$ cat config.mk
export PLATFORM = sky130hd
export DESIGN_NAME = priority_task_scheduler_with_delays_unit
export DESIGN_NICKNAME = d
export VERILOG_FILES = /design/src/rtl/core/pts_pkg.sv /design/src/rtl/core/pts_ctrl.sv /design/src/rtl/core/pts_dp.sv /design/src/rtl/core/priority_task_scheduler_with_delays_unit.sv
export SDC_FILE = /design/constraint.sdc
export NUM_CORES = 1
export LEC_CHECK = 0
export ABC_CLOCK_PERIOD_IN_PS = 7200
export BUFFER_PORTS_ARGS = -buffer_cell sky130_fd_sc_hd__buf_2
export CORE_UTILIZATION = 40
export CTS_CLUSTER_SIZE = 28
export DETAILED_ROUTE_END_ITERATION = 8
export PLACE_DENSITY = 0.58
export SLEW_MARGIN = 30
export SYNTH_ARGS = -nofsm -noshare
export SYNTH_HDL_FRONTEND = slang
export SYNTH_SLANG_ARGS = --single-unit
$ cat constraint.sdc
create_clock -name clock -period 7.2 [get_ports clock]
set_input_delay 0.72 -clock clock [delete_from_list [all_inputs] [get_ports clock]]
set_output_delay 0.72 -clock clock [all_outputs]
set_load 0.02 [all_outputs]
$ cat src/rtl/core/pts_pkg.sv
// Shared types and constants for the priority task scheduler.
// Used by pts_ctrl, pts_dp and the top level; no dependencies.
`default_nettype none

package pts_pkg;

   // event kind codes carried by req_kind
   localparam logic [2:0] KIND_MAKE_READY   = 3'd0;
   localparam logic [2:0] KIND_MAKE_UNREADY = 3'd1;
   localparam logic [2:0] KIND_DELAY        = 3'd2;
   localparam logic [2:0] KIND_TICK         = 3'd3;
   localparam logic [2:0] KIND_LOCK         = 3'd4;
   localparam logic [2:0] KIND_UNLOCK       = 3'd5;

   localparam logic [7:0] LOCK_MAX = 8'd255;

   typedef enum logic [2:0] {
      ST_IDLE,
      ST_EXEC,
      ST_SCAN,
      ST_DRAIN,
      ST_COMMIT,
      ST_RESULT
   } state_type;

   // controller -> datapath
   typedef struct packed {
      logic load_req;    // capture the request word
      logic exec;        // apply the immediate part of the event
      logic scan_start;  // clear scan pointer and search result
      logic scan_step;   // read one delay counter, advance pointer
      logic commit;      // apply the schedule decision
      logic load_rsp;    // load the result register
   } cmd_type;

   // datapath -> controller
   typedef struct packed {
      logic needs_sched; // event ends with a schedule
      logic scan_last;   // pointer is at the last slot
      logic rsp_free;    // result register can take a word
   } status_type;

endpackage

`default_nettype wire

$ cat src/rtl/core/pts_ctrl.sv
// Sequencer for the scheduler: accepts a request word, walks the
// execute / scan / commit / result steps. Uses pts_pkg.
`default_nettype none

module pts_ctrl
   import pts_pkg::*;
(
   input  wire        clock,
   input  wire        reset,
   input  wire        req_valid,
   output logic       req_stall,
   input  status_type status,
   output cmd_type    cmd
);

   state_type state_ff, state_in;

   always_ff @(posedge clock) begin
      if (reset) begin
         state_ff <= ST_IDLE;
      end else begin
         state_ff <= state_in;
      end
   end

   always_comb begin
      state_in  = state_ff;
      cmd       = '0;
      req_stall = 1'b1;
      case (state_ff)
         ST_IDLE: begin
            req_stall = 1'b0;
            if (req_valid) begin
               cmd.load_req = 1'b1;
               state_in     = ST_EXEC;
            end
         end
         ST_EXEC: begin
            cmd.exec = 1'b1;
            if (status.needs_sched) begin
               cmd.scan_start = 1'b1;
               state_in       = ST_SCAN;
            end else begin
               state_in = ST_RESULT;
            end
         end
         ST_SCAN: begin
            cmd.scan_step = 1'b1;
            if (status.scan_last) begin
               state_in = ST_DRAIN;
            end
         end
         ST_DRAIN: begin
            // last slot is processed this cycle
            state_in = ST_COMMIT;
         end
         ST_COMMIT: begin
            cmd.commit = 1'b1;
            state_in   = ST_RESULT;
         end
         ST_RESULT: begin
            if (status.rsp_free) begin
               cmd.load_rsp = 1'b1;
               state_in     = ST_IDLE;
            end
         end
         default: begin
            state_in = ST_IDLE;
         end
      endcase
   end

endmodule

`default_nettype wire

$ cat src/rtl/core/pts_dp.sv
// Scheduler datapath: ready/delayed masks, delay counter memory, lock
// count, running task, slot scan and result register. Uses pts_pkg.
`default_nettype none

module pts_dp
   import pts_pkg::*;
#(
   parameter int TASK_COUNT  = 32,
   parameter int DELAY_WIDTH = 16
)
(
   input  wire         clock,
   input  wire         reset,
   input  wire  [2:0]  req_kind,
   input  wire  [4:0]  req_task_index,
   input  wire  [15:0] req_delay_ticks,
   input  wire         rsp_stall,
   output logic        rsp_valid,
   output logic        rsp_switched,
   output logic        rsp_running_valid,
   output logic [4:0]  rsp_running_task,
   output logic [31:0] rsp_ready_mask,
   output logic [7:0]  rsp_lock_level,
   input  cmd_type     cmd,
   output status_type  status
);

   localparam int SLOT_W = $clog2(TASK_COUNT);
   localparam int DW     = DELAY_WIDTH;
   localparam logic [SLOT_W-1:0] LAST_SLOT = SLOT_W'(TASK_COUNT - 1);
   localparam logic [6:0]        TASK_LIM  = 7'(TASK_COUNT);

   // request word
   logic [2:0]  kind_ff;
   logic [4:0]  idx_ff;
   logic [15:0] dly_ff;

   // scheduler state
   logic [TASK_COUNT-1:0] ready_ff, ready_in;
   logic [TASK_COUNT-1:0] delayed_ff, delayed_in;
   logic [7:0]            lock_ff, lock_in;
   logic [SLOT_W-1:0]     cur_slot_ff, cur_slot_in;
   logic                  cur_valid_ff, cur_valid_in;
   logic                  sw_ff, sw_in;

   // scan
   logic [SLOT_W-1:0] scan_ff, scan_in;
   logic [SLOT_W-1:0] proc_ff;
   logic              proc_valid_ff;
   logic              found_ff, found_in;
   logic [SLOT_W-1:0] found_slot_ff, found_slot_in;

   // delay counters
   logic [DW-1:0] mem [TASK_COUNT];
   logic [DW-1:0] rd_data_ff;
   logic          mem_we;
   logic [SLOT_W-1:0] mem_waddr;
   logic [DW-1:0] mem_wdata;

   // result register
   logic        rsp_valid_ff;
   logic        rsp_switched_ff;
   logic        rsp_running_valid_ff;
   logic [4:0]  rsp_running_task_ff;
   logic [31:0] rsp_ready_mask_ff;
   logic [7:0]  rsp_lock_level_ff;

   logic                  idx_in_range;
   logic [SLOT_W+4:0]     idx_ext;
   logic [SLOT_W-1:0]     idx_slot;
   logic [DW+15:0]        dly_ext;
   logic [DW-1:0]         dly_fit;
   logic                  is_tick;
   logic                  proc_hit;
   logic [DW-1:0]         dec;
   logic                  wake;
   logic                  proc_ready;
   logic                  delay_ok;
   logic                  changed;
   logic [SLOT_W+4:0]     cur_ext;
   logic [TASK_COUNT+31:0] ready_ext;

   assign idx_in_range = ({2'b00, idx_ff} < TASK_LIM);
   assign idx_ext      = {{SLOT_W{1'b0}}, idx_ff};
   assign idx_slot     = idx_ext[SLOT_W-1:0];

   // zero counts as one tick; saturate to the counter width
   assign dly_ext = {{DW{1'b0}}, dly_ff};
   always_comb begin
      if (dly_ff == 16'd0) begin
         dly_fit = {{(DW-1){1'b0}}, 1'b1};
      end else if (dly_ext > {16'd0, {DW{1'b1}}}) begin
         dly_fit = {DW{1'b1}};
      end else begin
         dly_fit = dly_ext[DW-1:0];
      end
   end

   assign is_tick    = (kind_ff == KIND_TICK);
   assign delay_ok   = (kind_ff == KIND_DELAY) && cur_valid_ff;
   assign proc_hit   = proc_valid_ff && is_tick && delayed_ff[proc_ff];
   assign dec        = (rd_data_ff == '0) ? '0 : rd_data_ff - 1'b1;
   assign wake       = proc_hit && (dec == '0);
   assign proc_ready = ready_ff[proc_ff] | wake;

   assign status.needs_sched = is_tick || delay_ok
                               || ((kind_ff == KIND_UNLOCK) && (lock_ff == 8'd1));
   assign status.scan_last   = (scan_ff == LAST_SLOT);
   assign status.rsp_free    = !rsp_valid_ff || !rsp_stall;

   assign changed = (found_ff != cur_valid_ff)
                    || (found_ff && (found_slot_ff != cur_slot_ff));

   always_comb begin
      ready_in      = ready_ff;
      delayed_in    = delayed_ff;
      lock_in       = lock_ff;
      cur_slot_in   = cur_slot_ff;
      cur_valid_in  = cur_valid_ff;
      sw_in         = sw_ff;
      scan_in       = scan_ff;
      found_in      = found_ff;
      found_slot_in = found_slot_ff;
      mem_we        = 1'b0;
      mem_waddr     = proc_ff;
      mem_wdata     = dec;

      if (cmd.load_req) begin
         sw_in = 1'b0;
      end

      if (cmd.exec) begin
         case (kind_ff)
            KIND_MAKE_READY: begin
               if (idx_in_range) begin
                  ready_in[idx_slot] = 1'b1;
               end
            end
            KIND_MAKE_UNREADY: begin
               if (idx_in_range) begin
                  ready_in[idx_slot] = 1'b0;
               end
            end
            KIND_DELAY: begin
               if (cur_valid_ff) begin
                  ready_in[cur_slot_ff]   = 1'b0;
                  delayed_in[cur_slot_ff] = 1'b1;
                  mem_we    = 1'b1;
                  mem_waddr = cur_slot_ff;
                  mem_wdata = dly_fit;
               end
            end
            KIND_LOCK: begin
               if (lock_ff != LOCK_MAX) begin
                  lock_in = lock_ff + 8'd1;
               end
            end
            KIND_UNLOCK: begin
               if (lock_ff != 8'd0) begin
                  lock_in = lock_ff - 8'd1;
               end
            end
            default: begin
            end
         endcase
      end

      if (cmd.scan_start) begin
         scan_in       = '0;
         found_in      = 1'b0;
         found_slot_in = '0;
      end

      if (cmd.scan_step) begin
         scan_in = scan_ff + 1'b1;
      end

      // process the slot whose counter was read last cycle
      if (proc_valid_ff) begin
         if (proc_hit) begin
            mem_we    = 1'b1;
            mem_waddr = proc_ff;
            mem_wdata = dec;
         end
         if (wake) begin
            delayed_in[proc_ff] = 1'b0;
            ready_in[proc_ff]   = 1'b1;
         end
         if (!found_ff && proc_ready) begin
            found_in      = 1'b1;
            found_slot_in = proc_ff;
         end
      end

      if (cmd.commit && (lock_ff == 8'd0)) begin
         sw_in        = changed;
         cur_valid_in = found_ff;
         cur_slot_in  = found_slot_ff;
      end
   end

   always_ff @(posedge clock) begin
      if (reset) begin
         ready_ff      <= '0;
         delayed_ff    <= '0;
         lock_ff       <= '0;
         cur_slot_ff   <= '0;
         cur_valid_ff  <= 1'b0;
         proc_valid_ff <= 1'b0;
         found_ff      <= 1'b0;
      end else begin
         ready_ff      <= ready_in;
         delayed_ff    <= delayed_in;
         lock_ff       <= lock_in;
         cur_slot_ff   <= cur_slot_in;
         cur_valid_ff  <= cur_valid_in;
         proc_valid_ff <= cmd.scan_step;
         found_ff      <= found_in;
      end
   end

   always_ff @(posedge clock) begin
      sw_ff         <= sw_in;
      scan_ff       <= scan_in;
      found_slot_ff <= found_slot_in;
      if (cmd.scan_step) begin
         proc_ff <= scan_ff;
      end
      if (cmd.load_req) begin
         kind_ff <= req_kind;
         idx_ff  <= req_task_index;
         dly_ff  <= req_delay_ticks;
      end
   end

   // delay counter memory: one write, one registered read
   always_ff @(posedge clock) begin
      if (mem_we) begin
         mem[mem_waddr] <= mem_wdata;
      end
      if (cmd.scan_step) begin
         rd_data_ff <= mem[scan_ff];
      end
   end

   // result register
   assign cur_ext   = {5'd0, cur_slot_ff};
   assign ready_ext = {32'd0, ready_ff};

   always_ff @(posedge clock) begin
      if (reset) begin
         rsp_valid_ff <= 1'b0;
      end else if (cmd.load_rsp) begin
         rsp_valid_ff <= 1'b1;
      end else if (!rsp_stall) begin
         rsp_valid_ff <= 1'b0;
      end
   end

   always_ff @(posedge clock) begin
      if (cmd.load_rsp) begin
         rsp_switched_ff      <= sw_ff;
         rsp_running_valid_ff <= cur_valid_ff;
         rsp_running_task_ff  <= cur_ext[4:0];
         rsp_ready_mask_ff    <= ready_ext[31:0];
         rsp_lock_level_ff    <= lock_ff;
      end
   end

   assign rsp_valid         = rsp_valid_ff;
   assign rsp_switched      = rsp_switched_ff;
   assign rsp_running_valid = rsp_running_valid_ff;
   assign rsp_running_task  = rsp_running_task_ff;
   assign rsp_ready_mask    = rsp_ready_mask_ff;
   assign rsp_lock_level    = rsp_lock_level_ff;

endmodule

`default_nettype wire

$ cat src/rtl/core/priority_task_scheduler_with_delays_unit.sv
// Top level of the priority task scheduler with tick delays.
// Instantiates pts_ctrl and pts_dp; uses pts_pkg.
//
// One task per priority slot, slot 0 highest. Each request word on the
// req_ channel is one event: make ready, make unready, delay the running
// task, tick, lock or unlock (req_kind). Every event returns exactly one
// response word on the rsp_ channel with the switch flag, the running
// task, the ready mask and the lock level after the event.
// Make ready, make unready, lock, and an unlock that leaves the lock held
// or a delay with no running task go from execute straight to the
// result step. Tick, delay and an unlock that releases the lock also
// scan: the controller walks every slot, one per cycle, through the
// single read port of the delay counter memory, counting down delayed
// slots on a tick and finding the highest-priority ready slot.
// req_stall is low only while the controller is idle; a word is taken
// when req_valid is high and req_stall low. The response sits in an
// output register; while rsp_stall is high it holds, and a finished
// event waits in its last step until the register frees up.
// Reset (synchronous, active high) clears the ready and delayed masks,
// lock count and running task and empties the output register. Delay
// counters need no clearing: a counter is used only after it is loaded.
`default_nettype none

module priority_task_scheduler_with_delays_unit
   import pts_pkg::*;
#(
   parameter int TASK_COUNT  = 32,
   parameter int DELAY_WIDTH = 16
)
(
   input  wire         clock,
   input  wire         reset,
   input  wire         req_valid,
   output logic        req_stall,
   input  wire  [2:0]  req_kind,
   input  wire  [4:0]  req_task_index,
   input  wire  [15:0] req_delay_ticks,
   output logic        rsp_valid,
   input  wire         rsp_stall,
   output logic        rsp_switched,
   output logic        rsp_running_valid,
   output logic [4:0]  rsp_running_task,
   output logic [31:0] rsp_ready_mask,
   output logic [7:0]  rsp_lock_level
);

   cmd_type    cmd;
   status_type status;

   // sequencer
   pts_ctrl u_ctrl (
      .clock     (clock),
      .reset     (reset),
      .req_valid (req_valid),
      .req_stall (req_stall),
      .status    (status),
      .cmd       (cmd)
   );

   // masks, counters, scan and output register
   pts_dp #(
      .TASK_COUNT  (TASK_COUNT),
      .DELAY_WIDTH (DELAY_WIDTH)
   ) u_dp (
      .clock             (clock),
      .reset             (reset),
      .req_kind          (req_kind),
      .req_task_index    (req_task_index),
      .req_delay_ticks   (req_delay_ticks),
      .rsp_stall         (rsp_stall),
      .rsp_valid         (rsp_valid),
      .rsp_switched      (rsp_switched),
      .rsp_running_valid (rsp_running_valid),
      .rsp_running_task  (rsp_running_task),
      .rsp_ready_mask    (rsp_ready_mask),
      .rsp_lock_level    (rsp_lock_level),
      .cmd               (cmd),
      .status            (status)
   );

endmodule

`default_nettype wire
### Yosys cells after proc, flatten, opt, wreduce, memory -nomap -nowiden

Memories as Yosys holds them, arrays and structs flattened. A register that Yosys moved wholly into a read port is not among the register bits.
Index checks and enable logic that the tools add are counted.

* shift-type cells: 0
* reduce and logical (&&, ||, !) cells: 30
* $lt $le $gt $ge: 7
* div/mod/pow operators: 0
* bitwise logic cells: 10
* multiplexer cells: 69
* $mul: 0
* equal/unequal tests: 21
* add/subtract/negate cells: 4

Operators with widths (number)
* $mux 32: 9
* $mux 16: 8
* $and 32x32->32: 3
* $not 32->32: 3
* $or 32x32->32: 3
* $pmux 32 s3: 1
* $mux 5: 10
* $logic_not 16->1: 3
* $mux 1: 27
* $lt 5x6->1 const B: 3
* $pmux 3 s6: 1
* $gt 16x16->1 const B: 1
* $mux 8: 2
* $pmux 8 s2: 1
* $sub 16x1->16 const B: 1
* $demux 1 s5: 3
* $ge 5x1->1 const B: 3
* $eq 3x2->1 const B: 4
* $eq 3x3->1 const B: 4
* $mux 3: 4
* $logic_and 1x1->1: 11
* $bmux 1 s5: 2
* $add 8x1->8 const B: 1
* $eq 8x1->1 const B: 1
* other kinds (19): 32

* memory bits (read-only): 0
* bits in latches: 0
* bits in writable memories: 512
* output and inout port bits: 49
* bits of input ports: 28
* memories: 1
* register bits: 171

Memory list
* u_dp.mem: depth 32, bits a word 16, read ports 1, clocked after Yosys merged registers in 1, wr ports 1, line pts_dp.sv:54 `logic [DW-1:0] mem [TASK_COUNT];`

### Logic depth before layout (Yosys ltp)

* depth in word-level cells: 12
* mapped depth: 10
* gate-level depth less buffers: 9

### Cells and area by module

A second synthesis with hierarchy kept.

* cell total of the unflattened synthesis: 1688
* area total of the unflattened synthesis: 28725.0 sq um

Modules (own cells, without submodules)
* pts_dp: cells an instance 1659, sequential area each 20039.2 sq um, times used 1, area each 28496.1 sq um
* pts_ctrl: cells an instance 29, sequential area each 60.1 sq um, times used 1, area each 229.0 sq um

### Least setup slack after synthesis

Ideal clock, no wire load.

* kind: register to register
* start: register u_dp.kind_ff[0]
* end: memory u_dp.mem[5][0] (netlist bit) (enable)
* setup slack: 3.589 ns
* path buffers: 3
* period minus slack after synthesis: 3.611 ns
* arrival time: 3.201 ns
* cell stages (with the launch flop): 8
* cell sequence: edfxtp_1 -> clkbuf_1 -> nor3b_1 -> and3_1 -> clkbuf_1 -> buf_1 -> a31oi_1 -> nor3_1

* word-level cells in the longest chain between the ends: 7

Ends and longest elaborated chain
* start, declared: line pts_dp.sv:34 `logic [2:0] kind_ff;`
* start signal, assigned: line pts_dp.sv:230 `kind_ff <= req_kind;`
* $eq 3x2->1, on equally long branches: line pts_dp.sv:133, pts_dp.sv:99
* $mux 1 or $logic_and 1x1->1 (tied branches): line pts_dp.sv:133, pts_dp.sv:101
* $mux 1 or $logic_and 1x1->1 (tied branches): line pts_dp.sv:132, pts_dp.sv:101
* $mux 1: line pts_dp.sv:180 `if (proc_hit) begin`
* $mux 1: line pts_dp.sv:179 `if (proc_valid_ff) begin`
* $mux 1: line pts_dp.sv:238 `if (mem_we) begin`
* $mux 1 (not written as such): line pts_dp.sv:239 `mem[mem_waddr] <= mem_wdata;`
* end, declared: line pts_dp.sv:54

Several ways; a longest one is shown, not always the timed one.

### Worst setup path after layout

* start: register u_dp.proc_ff[0]
* end: memory u_dp.mem[8][9] (netlist bit) (enable)

* word-level cells in the longest chain between the ends: 7

Ends and longest elaborated chain
* start, declared: line pts_dp.sv:48 `logic [SLOT_W-1:0] proc_ff;`
* start signal, assigned: line pts_dp.sv:227 `proc_ff <= scan_ff;`
* $bmux 1 s5: line pts_dp.sv:101 `assign proc_hit = proc_valid_ff && is_tick && delayed_ff[proc_ff];`
* $mux 1 (not written as such): line pts_dp.sv:101
* $logic_and 1x1->1: line pts_dp.sv:101
* $mux 1: line pts_dp.sv:180
* $mux 1: line pts_dp.sv:179
* $mux 1: line pts_dp.sv:238
* $mux 1 (not written as such): line pts_dp.sv:239

Several ways; a longest one is shown, not always the timed one. The select of a mux whose other input is x is not followed.

==> key figures <==
GRT
  • Largest net degree at the start of global routing: 132
  • Total global routing overflow: 0
  • Global-route wire length before repair: 109000 µm
  • Met3 GRT Util: under 10%
  • M2 GR Usage: around a third
  • GRT Overall Usage: a little over 20%
  • Busiest grt layer: met2
  • Grt met1 use: about 28%
  • Vias in the first global route: roughly 16000
  • Initial antenna violation count: 2

Floorplanning
  • Initial Utilization: approximately two fifths
  • Die height: between 200 and 300 µm
  • Num ports: 77
  • Core Area: ~0.07 mm²
  • Std-Cell Rows: between 90 and 100
  • Die Wd: between 200 and 300 µm
  • Die area: between 0.07 and 0.08 mm²

Synthesis
  • Cell Area, Synth: around 0.029 mm²
  • Proportion of netlist area held by the largest area contributor: 63.9%
  • Yosys warns: 0
  • Post-synth EDFFs: 610
  • Post-synth top area cell: edfxtp_1
  • Mean Syn Cell Area: 17.0 µm²
  • Ys async rst share: 0%
  • Post-Syn Nets: ~1700
  • FF+latch count, synth: roughly 700
  • Largest cells by area after synthesis: edfxtp_1, mux4_2, dfxtp_1, a21oi_1, mux2i_1
  • Ys flop type: edfxtp_1
  • Synth cell types: 67
  • Mapped Cells: between 1500 and 2000
  • Seq/Total Area, Yosys: a little over two thirds

Worst hold path
  • Hold WC Path Type: in -> reg
  • Critical hold path startpoint: req_task_index[3]
  • Hold EP: u_dp.idx_ff[3]$_DFFE_PP_
  • Hold Path Depth: 1

Layout
  • Most frequent cells in the layout: edfxtp_1, mux4_2, a21oi_1
  • Filler cells: ~5900
  • Layout cell share with drive strength beyond 1: between 20 and 30%
  • Design Area, Final: about 0.033 mm²
  • Layout Area Growth over Synthesis: 16.7%
  • Commonest non-fill, non-tap cell in the layout: edfxtp_1
  • Final Non-Filler Cells: about 2800
  • # nets final: around 1800

Route
  • DR vias/cell: 5.75
  • Router iterations before antenna repair: 6
  • Vias post-DR: 16200
  • Initial drt markers: between 1500 and 2000
  • # DRC: 0
  • Wire length per cell: about 26 µm
  • Routed wire length: ~74000 µm
  • ANT nets after route: 0

Clock network
  • Post-CTS Setup Inserts: 0
  • CTS resizes: 0
  • CTS Hold Bufs: 0
  • Root Driver: clkbuf_16
  • CTS H-tree lvls: 3
  • CTS tree: done
  • Clk buf depth: 3
  • CTS buffer count: 76
  • Reg clk slew, reported paths: 0.06 ns
  • Worst-skew pair later-pin latency: around 0.63 ns
  • CTS Sinks: 699

Setup path
  • Crit path arrival time: between 4 and 5 ns
  • Worst path required time: roughly 7.6 ns
  • Crit path max-delay family: compound AO/OA/AOI/OAI gates
  • Flop2flop setup slack: about 3.4 ns
  • Worst path depth: 9
  • Critical path's slowest cell: buf_4
  • Worst path bufs/invs: 2
  • CP Launch Type: flip-flop
  • Worst reg2reg path depth: 9
  • CP most frequent cell: buf_4
  • Setup Crit Path Kind: reg -> reg
  • Crit Path Max Fanout: 53
  • Worst r2r dst: u_dp.mem[8][9]$_DFFE_PP_
  • RR Startpoint: u_dp.proc_ff[0]$_DFFE_PP_
  • Crit. End Element: flip-flop
  • Slowest stage delay, CP: about 0.65 ns
  • Crit-path cells: buf_4 > mux2i_1 > o221ai_1 > a222oi_1 > a31o_2 > nor2_1 > a21oi_4 > nor3_2 > buf_4

Placed design
  • Gpl congestion: about 0.91
  • Detail Placement HPWL: around 47000 µm
  • DP Cell Count: about 2700
  • IO Port Bufs: 76
  • Placed cell areas: a little over 0.03 mm²

Power and ir drop
  • Max VDD drop: roughly 0.18 mV
  • Sw Ratio: 21.3%
  • Clock share of power: 44.9%
  • Sequential share of power: 50.9%
  • Internal power: between 0.006 and 0.007 W
  • Pwr Density: about 260 mW/mm²
  • P_leak: approximately 11 nW
  • Combinational power share: 4.3%
  • P_sw: 0.00186 W

Timing
  • Period utilization: between 50% and 60%
  • Fin crit period: 3.79 ns
  • Fmax: between 200 and 300 MHz
  • Final Hold Vio Count: 0
  • Clock skew: 0.0247 ns
  • Setup TNS: 0 ns
  • Slew @ Worst Pin: 0.969 ns
  • Pins Over Slew Limit: 0
  • RSZ-0062 raised after global routing: false
  • Slew HR: between 30% and 40%
  • Final Setup Violations: 0

Flow run
  • Max Cap Viol: 0

Status
  • Status: complete, no violations
==> flip-flops by register name, indices dropped and copies added (netlist names), 8 cells and up <==
name                 count
u_dp.mem               512
u_dp.rd_data_ff         16
u_dp.rsp_ready_mask     32
u_dp.rsp_lock_level      8
u_dp.dly_ff             16
u_dp.delayed_ff         32
u_dp.lock_ff             8
u_dp.ready_ff           32
==> final cells by class <==
cell class,instances,area [µm²],share of cell area (%)
multi-input cells,873,8520,25.5
well taps,940,1180,3.51
clock inverters,41,532,1.59
repair buffers,146,1080,3.23
clock buffers,95,1990,5.96
flip-flops and latches,699,20100,60.1
inverters,17,63.8,0.191
diodes,1,2.50,0.00748
==> logic make-up (layout without fill, tap and decap cells) <==
kind of cell	after synthesis	in the layout	synth area share, %
flops	699	699	70.1
buf+inv	116	299	1.63
compound gates	277	277	5.93
mux	223	223	14.8
simple gates	343	343	6.49
xor+xnor	23	23	0.702
fa+ha+maj	7	7	0.305
other cells	0	1	0
==> through the flow <==
step | setup WS, ns | hold slack [ns] | util [%] | total power [W]
floorplan | 3.59 | 0.400 | - | 0.00477
global placement | 3.21 | 0.443 | 43.5 | 0.00491
detailed placement | 3.28 | 0.441 | 43.7 | 0.00491
CTS | 3.25 | 0.245 | 47.2 | 0.00884
global route | 3.24 | 0.254 | 47.5 | 0.00900
finish | 3.41 | 0.273 | 47.5 | 0.00876
==> cells in the mapped netlist, types with 16 or more instances <==
master	count
a31o_2	32
edfxtp_1	610
mux2i_1	44
o21ai_0	75
a21oi_1	116
clkbuf_1	73
mux4_2	160
xnor2_1	18
nor2_1	64
mux2_2	19
nor3b_1	34
nor3_1	70
dfxtp_1	89
nand3_1	47
nand2_1	46
buf_1	16
==> routing by layer <==
layer  share of wire, %  wire (µm)
met1                 43      31600
met4                2.7       1970
met2                 49      36400
met3                5.4       3990
met5              0.018         13
==> how the worst max path moves through the flow <==
stage	start	slack [ns]	to
2_1_floorplan	u_dp.kind_ff[0]$_DFFE_PP_	3.59	u_dp.mem[5][0]$_DFFE_PP_
3_3_place_gp	u_dp.kind_ff[0]$_DFFE_PP_	3.21	u_dp.mem[13][9]$_DFFE_PP_
3_5_place_dp	u_dp.kind_ff[0]$_DFFE_PP_	3.28	u_dp.mem[15][10]$_DFFE_PP_
4_1_cts	u_dp.kind_ff[0]$_DFFE_PP_	3.25	u_dp.mem[15][9]$_DFFE_PP_
5_1_grt	u_dp.proc_ff[0]$_DFFE_PP_	3.24	u_dp.mem[15][9]$_DFFE_PP_
6_report	u_dp.proc_ff[0]$_DFFE_PP_	3.41	u_dp.mem[8][9]$_DFFE_PP_
==> power by group through the flow <==
stage                     Clock, W  Sequential (W)  Combinational [W]
after floorplan                  0         0.00454           0.000231
after global placement           0         0.00454           0.000365
after detailed placement         0         0.00454           0.000372
after CTS                  0.00401         0.00446           0.000373
after global routing       0.00414         0.00446           0.000400
final                      0.00393         0.00446           0.000373
No activity file was read; power rests on OpenSTA's default activity.
